===== src/rtl/core/rxr_pkg.sv =====
// ----------------------------------------------------------------------------
// rxr_pkg: shared constants, types and helpers
// Constants of the splitmix64 and xorshift64* steps, register indexes and the
// command and status bundles between controller and datapath.
// ----------------------------------------------------------------------------
package rxr_pkg;

  localparam int unsigned DATA_W    = 64;
  localparam int unsigned CFG_IDX_W = 2;

  localparam logic [DATA_W-1:0] GOLDEN_GAMMA = 64'h9e3779b97f4a7c15;
  localparam logic [DATA_W-1:0] MIX_MUL_A    = 64'hbf58476d1ce4e5b9;
  localparam logic [DATA_W-1:0] MIX_MUL_B    = 64'h94d049bb133111eb;
  localparam logic [DATA_W-1:0] STAR_MUL     = 64'h2545f4914f6cdd1d;
  // splitmix64 of a zero seed
  localparam logic [DATA_W-1:0] SEED0_STATE  = 64'he220a8397b1dcdaf;

  // configuration register indexes
  localparam logic [CFG_IDX_W-1:0] REG_SEED  = 2'd0;
  localparam logic [CFG_IDX_W-1:0] REG_LOW   = 2'd1;
  localparam logic [CFG_IDX_W-1:0] REG_HIGH  = 2'd2;

  // multiplier operand selects
  localparam logic [1:0] MSEL_MIX_A = 2'd0;
  localparam logic [1:0] MSEL_MIX_B = 2'd1;
  localparam logic [1:0] MSEL_STAR  = 2'd2;

  // divider dividend selects
  localparam logic DSEL_DRAW  = 1'b0;
  localparam logic DSEL_LIMIT = 1'b1;

  typedef struct packed {
    logic       load_mix;   // work <= seed + gamma
    logic       mul_go;
    logic [1:0] mul_sel;
    logic       take_prod;  // work <= product
    logic       mix_done;   // state <= finalised mix
    logic       step;       // state <= xorshift(state)
    logic       div_go;
    logic       div_sel;
    logic       take_rem;   // work <= remainder + low bound
    logic       set_range;
    logic       set_limit;
    logic       load_out;
  } dp_cmd_t;

  typedef struct packed {
    logic mul_done;
    logic div_done;
    logic state_zero;
    logic full_range;
    logic reject;
  } dp_stat_t;

  function automatic logic [DATA_W-1:0] xs_step(input logic [DATA_W-1:0] s);
    logic [DATA_W-1:0] x;
    x = s ^ (s >> 12);
    x = x ^ (x << 25);
    x = x ^ (x >> 27);
    return x;
  endfunction

endpackage


===== src/rtl/core/rxr_ctrl.sv =====
// ----------------------------------------------------------------------------
// rxr_ctrl: sequencing state machine
// Orders seeding, range set-up and draws, and owns the handshakes.
// ----------------------------------------------------------------------------
module rxr_ctrl (
  input  logic                          clk,
  input  logic                          rst,
  input  logic                          cfg_wr_en,
  input  logic [rxr_pkg::CFG_IDX_W-1:0] cfg_index,
  input  logic                          req_valid,
  input  logic                          req_request,
  output logic                          req_ready,
  input  logic                          out_ready,
  output logic                          out_valid,
  input  rxr_pkg::dp_stat_t             stat,
  output rxr_pkg::dp_cmd_t              cmd
);
  import rxr_pkg::*;

  localparam logic [3:0] S_IDLE  = 4'd0;
  localparam logic [3:0] S_MIX0  = 4'd1;
  localparam logic [3:0] S_MIX1  = 4'd2;
  localparam logic [3:0] S_MIX2  = 4'd3;
  localparam logic [3:0] S_RLIM  = 4'd4;
  localparam logic [3:0] S_RWAIT = 4'd5;
  localparam logic [3:0] S_DRAW  = 4'd6;
  localparam logic [3:0] S_DMUL  = 4'd7;
  localparam logic [3:0] S_DDIV  = 4'd8;
  localparam logic [3:0] S_DOUT  = 4'd9;

  logic [3:0] state, state_next;
  logic       seed_pend, range_pend, ret_draw;
  logic       ret_draw_next, seed_clr, range_clr;
  logic       out_free;

  assign req_ready = (state == S_IDLE) && !seed_pend && !range_pend;
  assign out_free  = !out_valid || out_ready;

  always_comb begin
    cmd           = '0;
    cmd.mul_sel   = MSEL_STAR;
    cmd.div_sel   = DSEL_DRAW;
    state_next    = state;
    ret_draw_next = ret_draw;
    seed_clr      = 1'b0;
    range_clr     = 1'b0;
    unique case (state)
      S_IDLE: begin
        if (seed_pend) begin
          seed_clr      = 1'b1;
          cmd.load_mix  = 1'b1;
          ret_draw_next = 1'b0;
          state_next    = S_MIX0;
        end else if (range_pend) begin
          range_clr     = 1'b1;
          cmd.set_range = 1'b1;
          state_next    = S_RLIM;
        end else if (req_valid && req_request) begin
          state_next = S_DRAW;
        end
      end
      S_MIX0: begin
        cmd.mul_go  = 1'b1;
        cmd.mul_sel = MSEL_MIX_A;
        state_next  = S_MIX1;
      end
      S_MIX1: begin
        if (stat.mul_done) begin
          cmd.mul_go  = 1'b1;
          cmd.mul_sel = MSEL_MIX_B;
          state_next  = S_MIX2;
        end
      end
      S_MIX2: begin
        if (stat.mul_done) begin
          cmd.mix_done = 1'b1;
          state_next   = ret_draw ? S_DRAW : S_IDLE;
        end
      end
      S_RLIM: begin
        if (stat.full_range) begin
          cmd.set_limit = 1'b1;
          state_next    = S_IDLE;
        end else begin
          cmd.div_go  = 1'b1;
          cmd.div_sel = DSEL_LIMIT;
          state_next  = S_RWAIT;
        end
      end
      S_RWAIT: begin
        if (stat.div_done) begin
          cmd.set_limit = 1'b1;
          state_next    = S_IDLE;
        end
      end
      S_DRAW: begin
        // a freshly reseeded state is stepped even if the mix gave zero
        if (stat.state_zero && !ret_draw) begin
          cmd.load_mix  = 1'b1;
          ret_draw_next = 1'b1;
          state_next    = S_MIX0;
        end else begin
          cmd.step      = 1'b1;
          cmd.mul_go    = 1'b1;
          cmd.mul_sel   = MSEL_STAR;
          ret_draw_next = 1'b0;
          state_next    = S_DMUL;
        end
      end
      S_DMUL: begin
        if (stat.mul_done) begin
          if (stat.full_range) begin
            cmd.take_prod = 1'b1;
            state_next    = S_DOUT;
          end else if (stat.reject) begin
            state_next = S_DRAW;
          end else begin
            cmd.div_go  = 1'b1;
            cmd.div_sel = DSEL_DRAW;
            state_next  = S_DDIV;
          end
        end
      end
      S_DDIV: begin
        if (stat.div_done) begin
          cmd.take_rem = 1'b1;
          state_next   = S_DOUT;
        end
      end
      S_DOUT: begin
        if (out_free) begin
          cmd.load_out = 1'b1;
          state_next   = S_IDLE;
        end
      end
      default: state_next = S_IDLE;
    endcase
  end

  always_ff @(posedge clk) begin
    if (rst) begin
      state      <= S_IDLE;
      seed_pend  <= 1'b0;
      range_pend <= 1'b0;
      ret_draw   <= 1'b0;
      out_valid  <= 1'b0;
    end else begin
      state    <= state_next;
      ret_draw <= ret_draw_next;
      seed_pend  <= (cfg_wr_en && cfg_index == REG_SEED) || (seed_pend && !seed_clr);
      range_pend <= (cfg_wr_en && (cfg_index == REG_LOW || cfg_index == REG_HIGH))
                    || (range_pend && !range_clr);
      if (cmd.load_out) out_valid <= 1'b1;
      else if (out_ready) out_valid <= 1'b0;
    end
  end

endmodule


===== config.mk =====
export PLATFORM = sky130hd
export DESIGN_NAME = rxr_ctrl
export DESIGN_NICKNAME = d
export VERILOG_FILES = /design/src/rtl/core/rxr_pkg.sv /design/src/rtl/core/rxr_ctrl.sv
export SDC_FILE = /design/constraint.sdc
export NUM_CORES = 1
export LEC_CHECK = 0
export ABC_AREA = 1
export BUFFER_PORTS_ARGS = -buffer_cell sky130_fd_sc_hd__clkbuf_2
export CELL_PAD_IN_SITES_DETAIL_PLACEMENT = 1
export CELL_PAD_IN_SITES_GLOBAL_PLACEMENT = 1
export CORE_MARGIN = 4
export CORE_UTILIZATION = 33
export CTS_CLUSTER_SIZE = 16
export DETAILED_ROUTE_END_ITERATION = 7
export GPL_ROUTABILITY_DRIVEN = 0
export GPL_TIMING_DRIVEN = 0
export PLACE_DENSITY_LB_ADDON = 0.15
export SLEW_MARGIN = 25
export SYNTH_ARGS = -nofsm -noshare
export SYNTH_HDL_FRONTEND = slang
export SYNTH_SLANG_ARGS = --single-unit

===== constraint.sdc =====
create_clock -name clk -period 2.2 [get_ports clk]
set_input_delay 0 -clock clk [delete_from_list [all_inputs] [get_ports clk]]
set_output_delay 0 -clock clk [all_outputs]
set_load 0.02 [all_outputs]

; After elaboration in Yosys (flattened, before gate mapping)
; Cells that the tools add are included.
; W data, S select, Z words.
[op_classes]
eq_ne = 19
reduce_logical = 24
muxes = 46
[op_table]
columns = cell, count
row1 = $mux W4, 11
row2 = $pmux W4 S10, 1
row3 = $mux W1, 20
row4 = $eq A4 B3 Y1 const B, 4
row5 = $mux W3, 5
row6 = $ne A2 B2 Y1 const B, 7
row7 = $pmux W3 S3, 1
row8 = $eq A4 B2 Y1 const B, 2
row9 = $eq A4 B4 Y1 const B, 2
row10 = $logic_and A1 B1 Y1, 8
row11 = $mux W2, 4
row12 = $reduce_and A7 Y1, 1
row13 = $logic_not A1 Y1, 6
row14 = $pmux W1 S2, 3
row15 = $eq A4 B1 Y1 const B, 1
row16 = $logic_not A4 Y1, 1
row17 = $logic_or A1 B1 Y1, 4
row18 = $ne A4 B3 Y1 const B, 1
row19 = $pmux W2 S2, 1
row20 = $reduce_bool A2 Y1, 2
row21 = $eq A2 B1 Y1 const B, 1
row22 = $eq A2 B2 Y1 const B, 1
row23 = $logic_not A2 Y1, 1
row24 = $reduce_and A2 Y1, 1
[totals]
word_cells = 94
reg_bits = 8
in_bits = 13

; Depth between registers and ports, before layout
; Gate-level depths: netlist of run 1.
[depth]
ltp_word = 6
ltp_mapped = 10
depth_no_buf = 9

; Worst setup path before layout of run 1
; Ideal clock, no wire load.
[synth_path]
path_type = register -> register
from = reg state[2]
to = reg out_valid
n_path_buf = 0
setup_slack_ns = 0.706
path_stages_with_launch = 6
arrival_ns = 1.428
setup_time_ns = 0.066
synth_period_minus_slack_ns = 1.494
path_cell_list = dfxtp_1 > inv_2 > nand2_1 > nor4_1 > nor2_1 > nor2_1
[synth_rtl]
columns = element, line
row1 = start: declaration, rxr_ctrl.sv:31  ; logic [3:0] state, state_next;
row2 = start signal: assignment, rxr_ctrl.sv:148  ; state <= state_next;
row3 = end signal: assignment, rxr_ctrl.sv:146  ; out_valid <= 1'b0;
row4 = end signal: assignment, rxr_ctrl.sv:153  ; if (cmd.load_out) out_valid <= 1'b1;
row5 = end signal: assignment, rxr_ctrl.sv:154  ; else if (out_ready) out_valid <= 1'b0;
row6 = end: declaration, rxr_ctrl.sv:14  ; output logic out_valid,

==> results.yml, run 1 <==
critical_path:
  setup.worst_path.end_class: "output port"
  crit_chain: "nand2_2, nor2_2, inv_1, o41ai_1, clkbuf_2"
  cp_slowest_stage_delay_ps: 520
  cp_top_family: "flip-flops"
  path_class: "reg2out"
  crit_path_start_kind: "register"
  cp.arrival_ps: 1570
  cp.required_ps: 2200
  cp_slowest_cell: "dfxtp_1"
  crit_fanout: 6
  crit_buf_inv: 2
placed_design:
  post-place-ws_ps: 808.4
  dp_hpwl_mm: 1.798
  portBuffers: 26
  place_inst: 174
layout:
  fin_nets: 167
  antenna_cells: 0
  drive_above_1_share_pct: 33.77
  area_growth_pct: 26.79
  layout.cells.non_filler: 178
detailed_routing:
  wl_mm: 2.087
  drt_iter0_markers: 13
  drtPass1Iterations: 4
  ant_nets: 0
  avgViaCountPerCell: 4.663
  num_vias: 830
  drc: 0
  wl_per_cell_um: 11.72
clocking:
  post_cts_resized: 0
  cts.sinks: 8
  clkTransAtPathRegs_ps: 60
  tritoncts: "done"
  htree_levels: 1
  clock_path_buffers: 2
  cts_buffers: 3
  clk_latency_ps: 260
  cts-root-buf: "clkbuf_4"
  post_cts_buffers: 0
sta:
  maxSlewViolCount: 0
  setup_viol: 0
  finalCritPeriodShare_pct: 71.21
  fin_hold_ws_ps: 30.89
  setup_slack_ps: 633.4
  clock.fmax_mhz: 638.3
  tightestPinTransition_ps: 435.0
  period_needed_ps: 1567
  tns_ps: 0
  rsz0062_at_grt: "no"
  relSlewSlack_pct: 71.00
  hold_viol: 0
  finalClockSkew_ps: 5.673
global_routing:
  grt_max_degree: 10
  grt_pass1_wl_mm: 3.560
  grt_pass1_vias: 825
  globalRoute.totalOverflow: 0
  grt_antenna_before_repair: 0
  track_usage_pct: 16.59
power:
  vdd_drop_max_mv: 0.5464
  switching_share_pct: 53.98
  power_frac_seq_pct: 23.5
  power_density_mw_per_mm2: 1041
  p_int_uw: 445.5
  pwr-share-comb_pct: 64.9
  pwr-share-clk_pct: 11.7
  p_leak_uw: 0.0005092
  p_sw_uw: 522.6
flow_run:
  maxCapViolCount: 0
die:
  die_w_um: 55.14
  io_pins: 28
  die_h_um: 55.14
  num_rows: 16
  initial_utilization_pct: 35.91
  coreArea_sq_mm: 0.002042
  die_area_sq_mm: 0.003040
yosys:
  syn_area_per_cell_sq_um: 6.060
  yosys-top-cells-count: "nand2_1 (30), nor2_1 (18), inv_1 (17)"
  yosys-top-cells-area: "dfxtp_1 (22%), nand2_1 (15%), nor2_1 (9.2%)"
  syn_inst: 121
  synth_warnings: 0
  seq_area_frac_synth_pct: 21.84
  ys_seq_elements: 8
  synthesis.nets: 135
  ys.flop_type: "dfxtp_1"
  ys_async_sr_fraction_pct: 0
  synth_top_area_share_pct: 21.84
  yosys.area.top_type: "dfxtp_1"
  syn-cell-area_sq_um: 733.2
  yosysMostFrequentCell: "nand2_1"
  synth_cell_types: 27
  synth_edf_count: 0
worst_hold_path:
  hold_path_class: "in2reg"
run_status:
  status: "complete, no violations"
-- repair_timing --
item	4_1_cts	5_1_grt
setup endpoints to repair	0	0
hold buffers	1	0
endpoints found under the hold margin	2	0
-- cell usage in the layout, fill, tap and decap left out, drive strengths merged --
cell,netlist,layout
nand2,35,35
clkbuf,0,29
nor2,25,25
inv,20,20
nand3,9,9
dfxtp,8,8
a21oi,7,7
o21ai,5,5
buf,3,3
nand4,2,2
nor4,1,1
o211ai,1,1
o32ai,1,1
o41ai,1,1
nand3b,1,1
o31ai,1,1
ha,1,1
dlygate4sd3,0,1
-- worst reg2reg max path, cell delays in order, from the launching register on --
cell and delay, ps:
dfxtp_1 520, nand2_2 140, nor2_2 130, inv_1 70, o21ai_0 230, nand2_1 100, a21oi_1 130
-- through the flow --
| step | area [sq um] | utilization, % | power (uW) |
|---|---|---|---|
| 6_report | 929.6 | 45.53 | 968.1 |
| 2_1_floorplan | 733.2 | - | 692.6 |
| 5_1_grt | 929.6 | 45.53 | 1068 |
| 3_3_place_gp | 897.1 | 43.93 | 852.6 |
| 4_1_cts | 929.6 | 45.53 | 982.9 |
| 3_5_place_dp | 897.1 | 43.93 | 863.2 |
-- cell type report --
cell class / instances / area [sq um]
buffer: 3 / 22.52
clock buffer: 3 / 22.52
fill: 311 / 1112
inverter: 20 / 75.07
multi-input combinational: 90 / 475.5
sequential: 8 / 160.2
tap: 27 / 33.78
timing repair buffer: 27 / 140.1
-- sequential cells by signal, summed over array words and instances (netlist names) --
signal,count
ret_draw,1
range_pend,1
seed_pend,1
out_valid,1
state,4
-- power groups by stage --
stage,registers [uW],logic (uW),clock network (uW)
after floorplan,216,477,0
after global placement,229,623,0
after detailed placement,230,633,0
after CTS,227,638,118
after global routing,232,705,130
final,227,628,113
-- path summary, 6_finish.rpt --
path / startpoint / endpoint / slack (ps) / cells past startpoint
setup / recovery: state[2]$_SDFFE_PP0P_ / cmd[5] / 630 / 5
hold / removal: stat[2] / ret_draw$_SDFFE_PP0P_ / 30 / 3
setup reg to reg: state[2]$_SDFFE_PP0P_ / state[3]$_SDFFE_PP0P_ / 810 / 6
hold reg to reg: range_pend$_SDFF_PP0_ / range_pend$_SDFF_PP0_ / 490 / 2
-- kinds of logic (layout without fill, tap and decap cells) --
kind of cell | after synthesis | count (layout) | synth area share [%]
AOI/OAI and AO/OA | 16 | 16 | 14.17
DFF | 8 | 8 | 21.84
adders and majority gates | 1 | 1 | 1.706
and+or+nand+nor | 73 | 73 | 48.98
buffers and inverters | 23 | 53 | 13.31
-- routing by layer --
layer	vias to the layer above	global-route usage (%)	wire, um
li1	445	-	-
met1	364	20.93	997
met2	19	26.97	962
met3	2	5.898	117
met4	0	3.644	10
met5	-	0	0
(Power assumes the default switching activity.)
==> run 2, diff against run 1 <==
- CORE_UTILIZATION: 33 -> 31
- clock period: 2.2 -> 1.5 ns (I/O delays scaled with it)
==> results.yml, run 2 (synthesized netlist as in run 1, its figures left out) <==
sta:
  setup_viol: 0
  tightestPinTransition_ps: 426.4
  relSlewSlack_pct: 71.57
  hold_viol: 0
  maxSlewViolCount: 0
  finalClockSkew_ps: 5.104
  rsz0062_at_grt: "yes"
  fin_hold_ws_ps: 58.62
  clock.fmax_mhz: 686.1
  period_needed_ps: 1458
  finalCritPeriodShare_pct: 97.17
  setup_slack_ps: 42.45
critical_path:
  crit_path_start_kind: "register"
  cp_top_family: "flip-flops"
  setup.worst_path.end_class: "output port"
  r2r_slack_ps: 80
  crit_buf_inv: 3
  cp_slowest_stage_delay_ps: 380
  cp.required_ps: 1500
  crit_fanout: 7
  cp_slowest_cell: "dfxtp_4"
  path_class: "reg2out"
  cp.arrival_ps: 1460
  crit_chain: "clkinv_4, nand2_8, nor2_4, inv_2, o41ai_2, buf_4"
clocking:
  tritoncts: "done"
  clock_path_buffers: 2
  cts-root-buf: "clkbuf_4"
  clk_latency_ps: 260
  cts.sinks: 8
  htree_levels: 1
  cts_buffers: 3
  clkTransAtPathRegs_ps: 60
detailed_routing:
  wl_per_cell_um: 13.28
  avgViaCountPerCell: 4.864
  drt_iter0_markers: 21
  drtPass1Iterations: 4
  num_vias: 895
  wl_mm: 2.443
  drc: 0
  ant_nets: 0
flow_run:
  maxCapViolCount: 0
die:
  io_pins: 28
  coreArea_sq_mm: 0.002233
  num_rows: 17
  die_h_um: 56.64
  die_w_um: 56.64
  die_area_sq_mm: 0.003208
  initial_utilization_pct: 32.83
placed_design:
  portBuffers: 26
  post-place-ws_ps: 94.72
  dp_hpwl_mm: 1.869
global_routing:
  grt_pass1_vias: 906
  track_usage_pct: 14.73
  grt_max_degree: 10
  globalRoute.totalOverflow: 0
  grt_antenna_before_repair: 0
  grt_pass1_wl_mm: 3.801
layout:
  final_common_cell: "nand2_1"
  largest_reg_flops: 4
  drive_above_1_share_pct: 40.38
  final_cell_mix: "nand2_1 (30), clkbuf_2 (25), nor2_1 (17)"
  antenna_cells: 0
  final_util_pct: 45.71
  area_growth_pct: 39.25
  fin_nets: 172
  largest-register: "state"
power:
  power_density_mw_per_mm2: 1558
  p_leak_uw: 0.0005459
  vdd_drop_max_mv: 0.9459
worst_hold_path:
  hold_path_class: "in2reg"
run_status:
  status: "complete, no violations"
==> run 2: layout make-up <==
class / instances / area, sq um
Sequential cell: 8 / 175.2
Inverter: 20 / 80.08
Multi-Input combinational cell: 90 / 509.2
Fill cell: 323 / 1212
Buffer: 2 / 11.26
Timing Repair Buffer: 33 / 187.7
Tap cell: 28 / 35.03
Clock buffer: 3 / 22.52
==> run 2: layer usage <==
layer	share of wire [%]	global-route usage [%]
met2	52	25.58
met3	3.9	2.069
met4	1.4	5.085
met1	43	18.32
met5	0	0
==> run 2: repair_timing <==
action,in CTS,in global routing
endpoints found under the setup margin,2,6
pin swaps,0,3
resized for setup,4,16
setup buffers,0,6
hold buffers,1,0
endpoints found under the hold margin,2,0
==> run 2: final timing paths <==
check	from	cells after the start	end
worst max register to register	state[3]$_SDFFE_PP0P_	10	state[1]$_SDFFE_PP0P_
worst min-delay path	stat[2]	3	ret_draw$_SDFFE_PP0P_
worst max-delay path	state[3]$_SDFFE_PP0P_	6	cmd[5]
worst min register to register	range_pend$_SDFF_PP0_	2	range_pend$_SDFF_PP0_
==> run 2: report_power, final <==
part / switching (uW) / internal (uW)
Sequential: 104 / 274
Combinational: 661 / 383
Clock: 76.5 / 91.8
==> run 2: worst reg2reg max path, delay by kind of cell (launching register included) <==
kind / cells / cell delay [ps]
AND/OR/NAND/NOR: 7 / 580
flip-flops: 1 / 410
buffers and inverters: 2 / 240
AO/OA/AOI/OAI: 1 / 60
==> run 2: stage by stage <==
step	std cells	power (uW)	cell area, sq um	setup TNS, ps
3_3_place_gp	175	1247	898.4	0
2_1_floorplan	121	1016	733.2	0
3_5_place_dp	175	1269	898.4	0
5_1_grt	184	1734	1021	-99.44
6_report	184	1591	1021	0
4_1_cts	179	1459	943.4	0
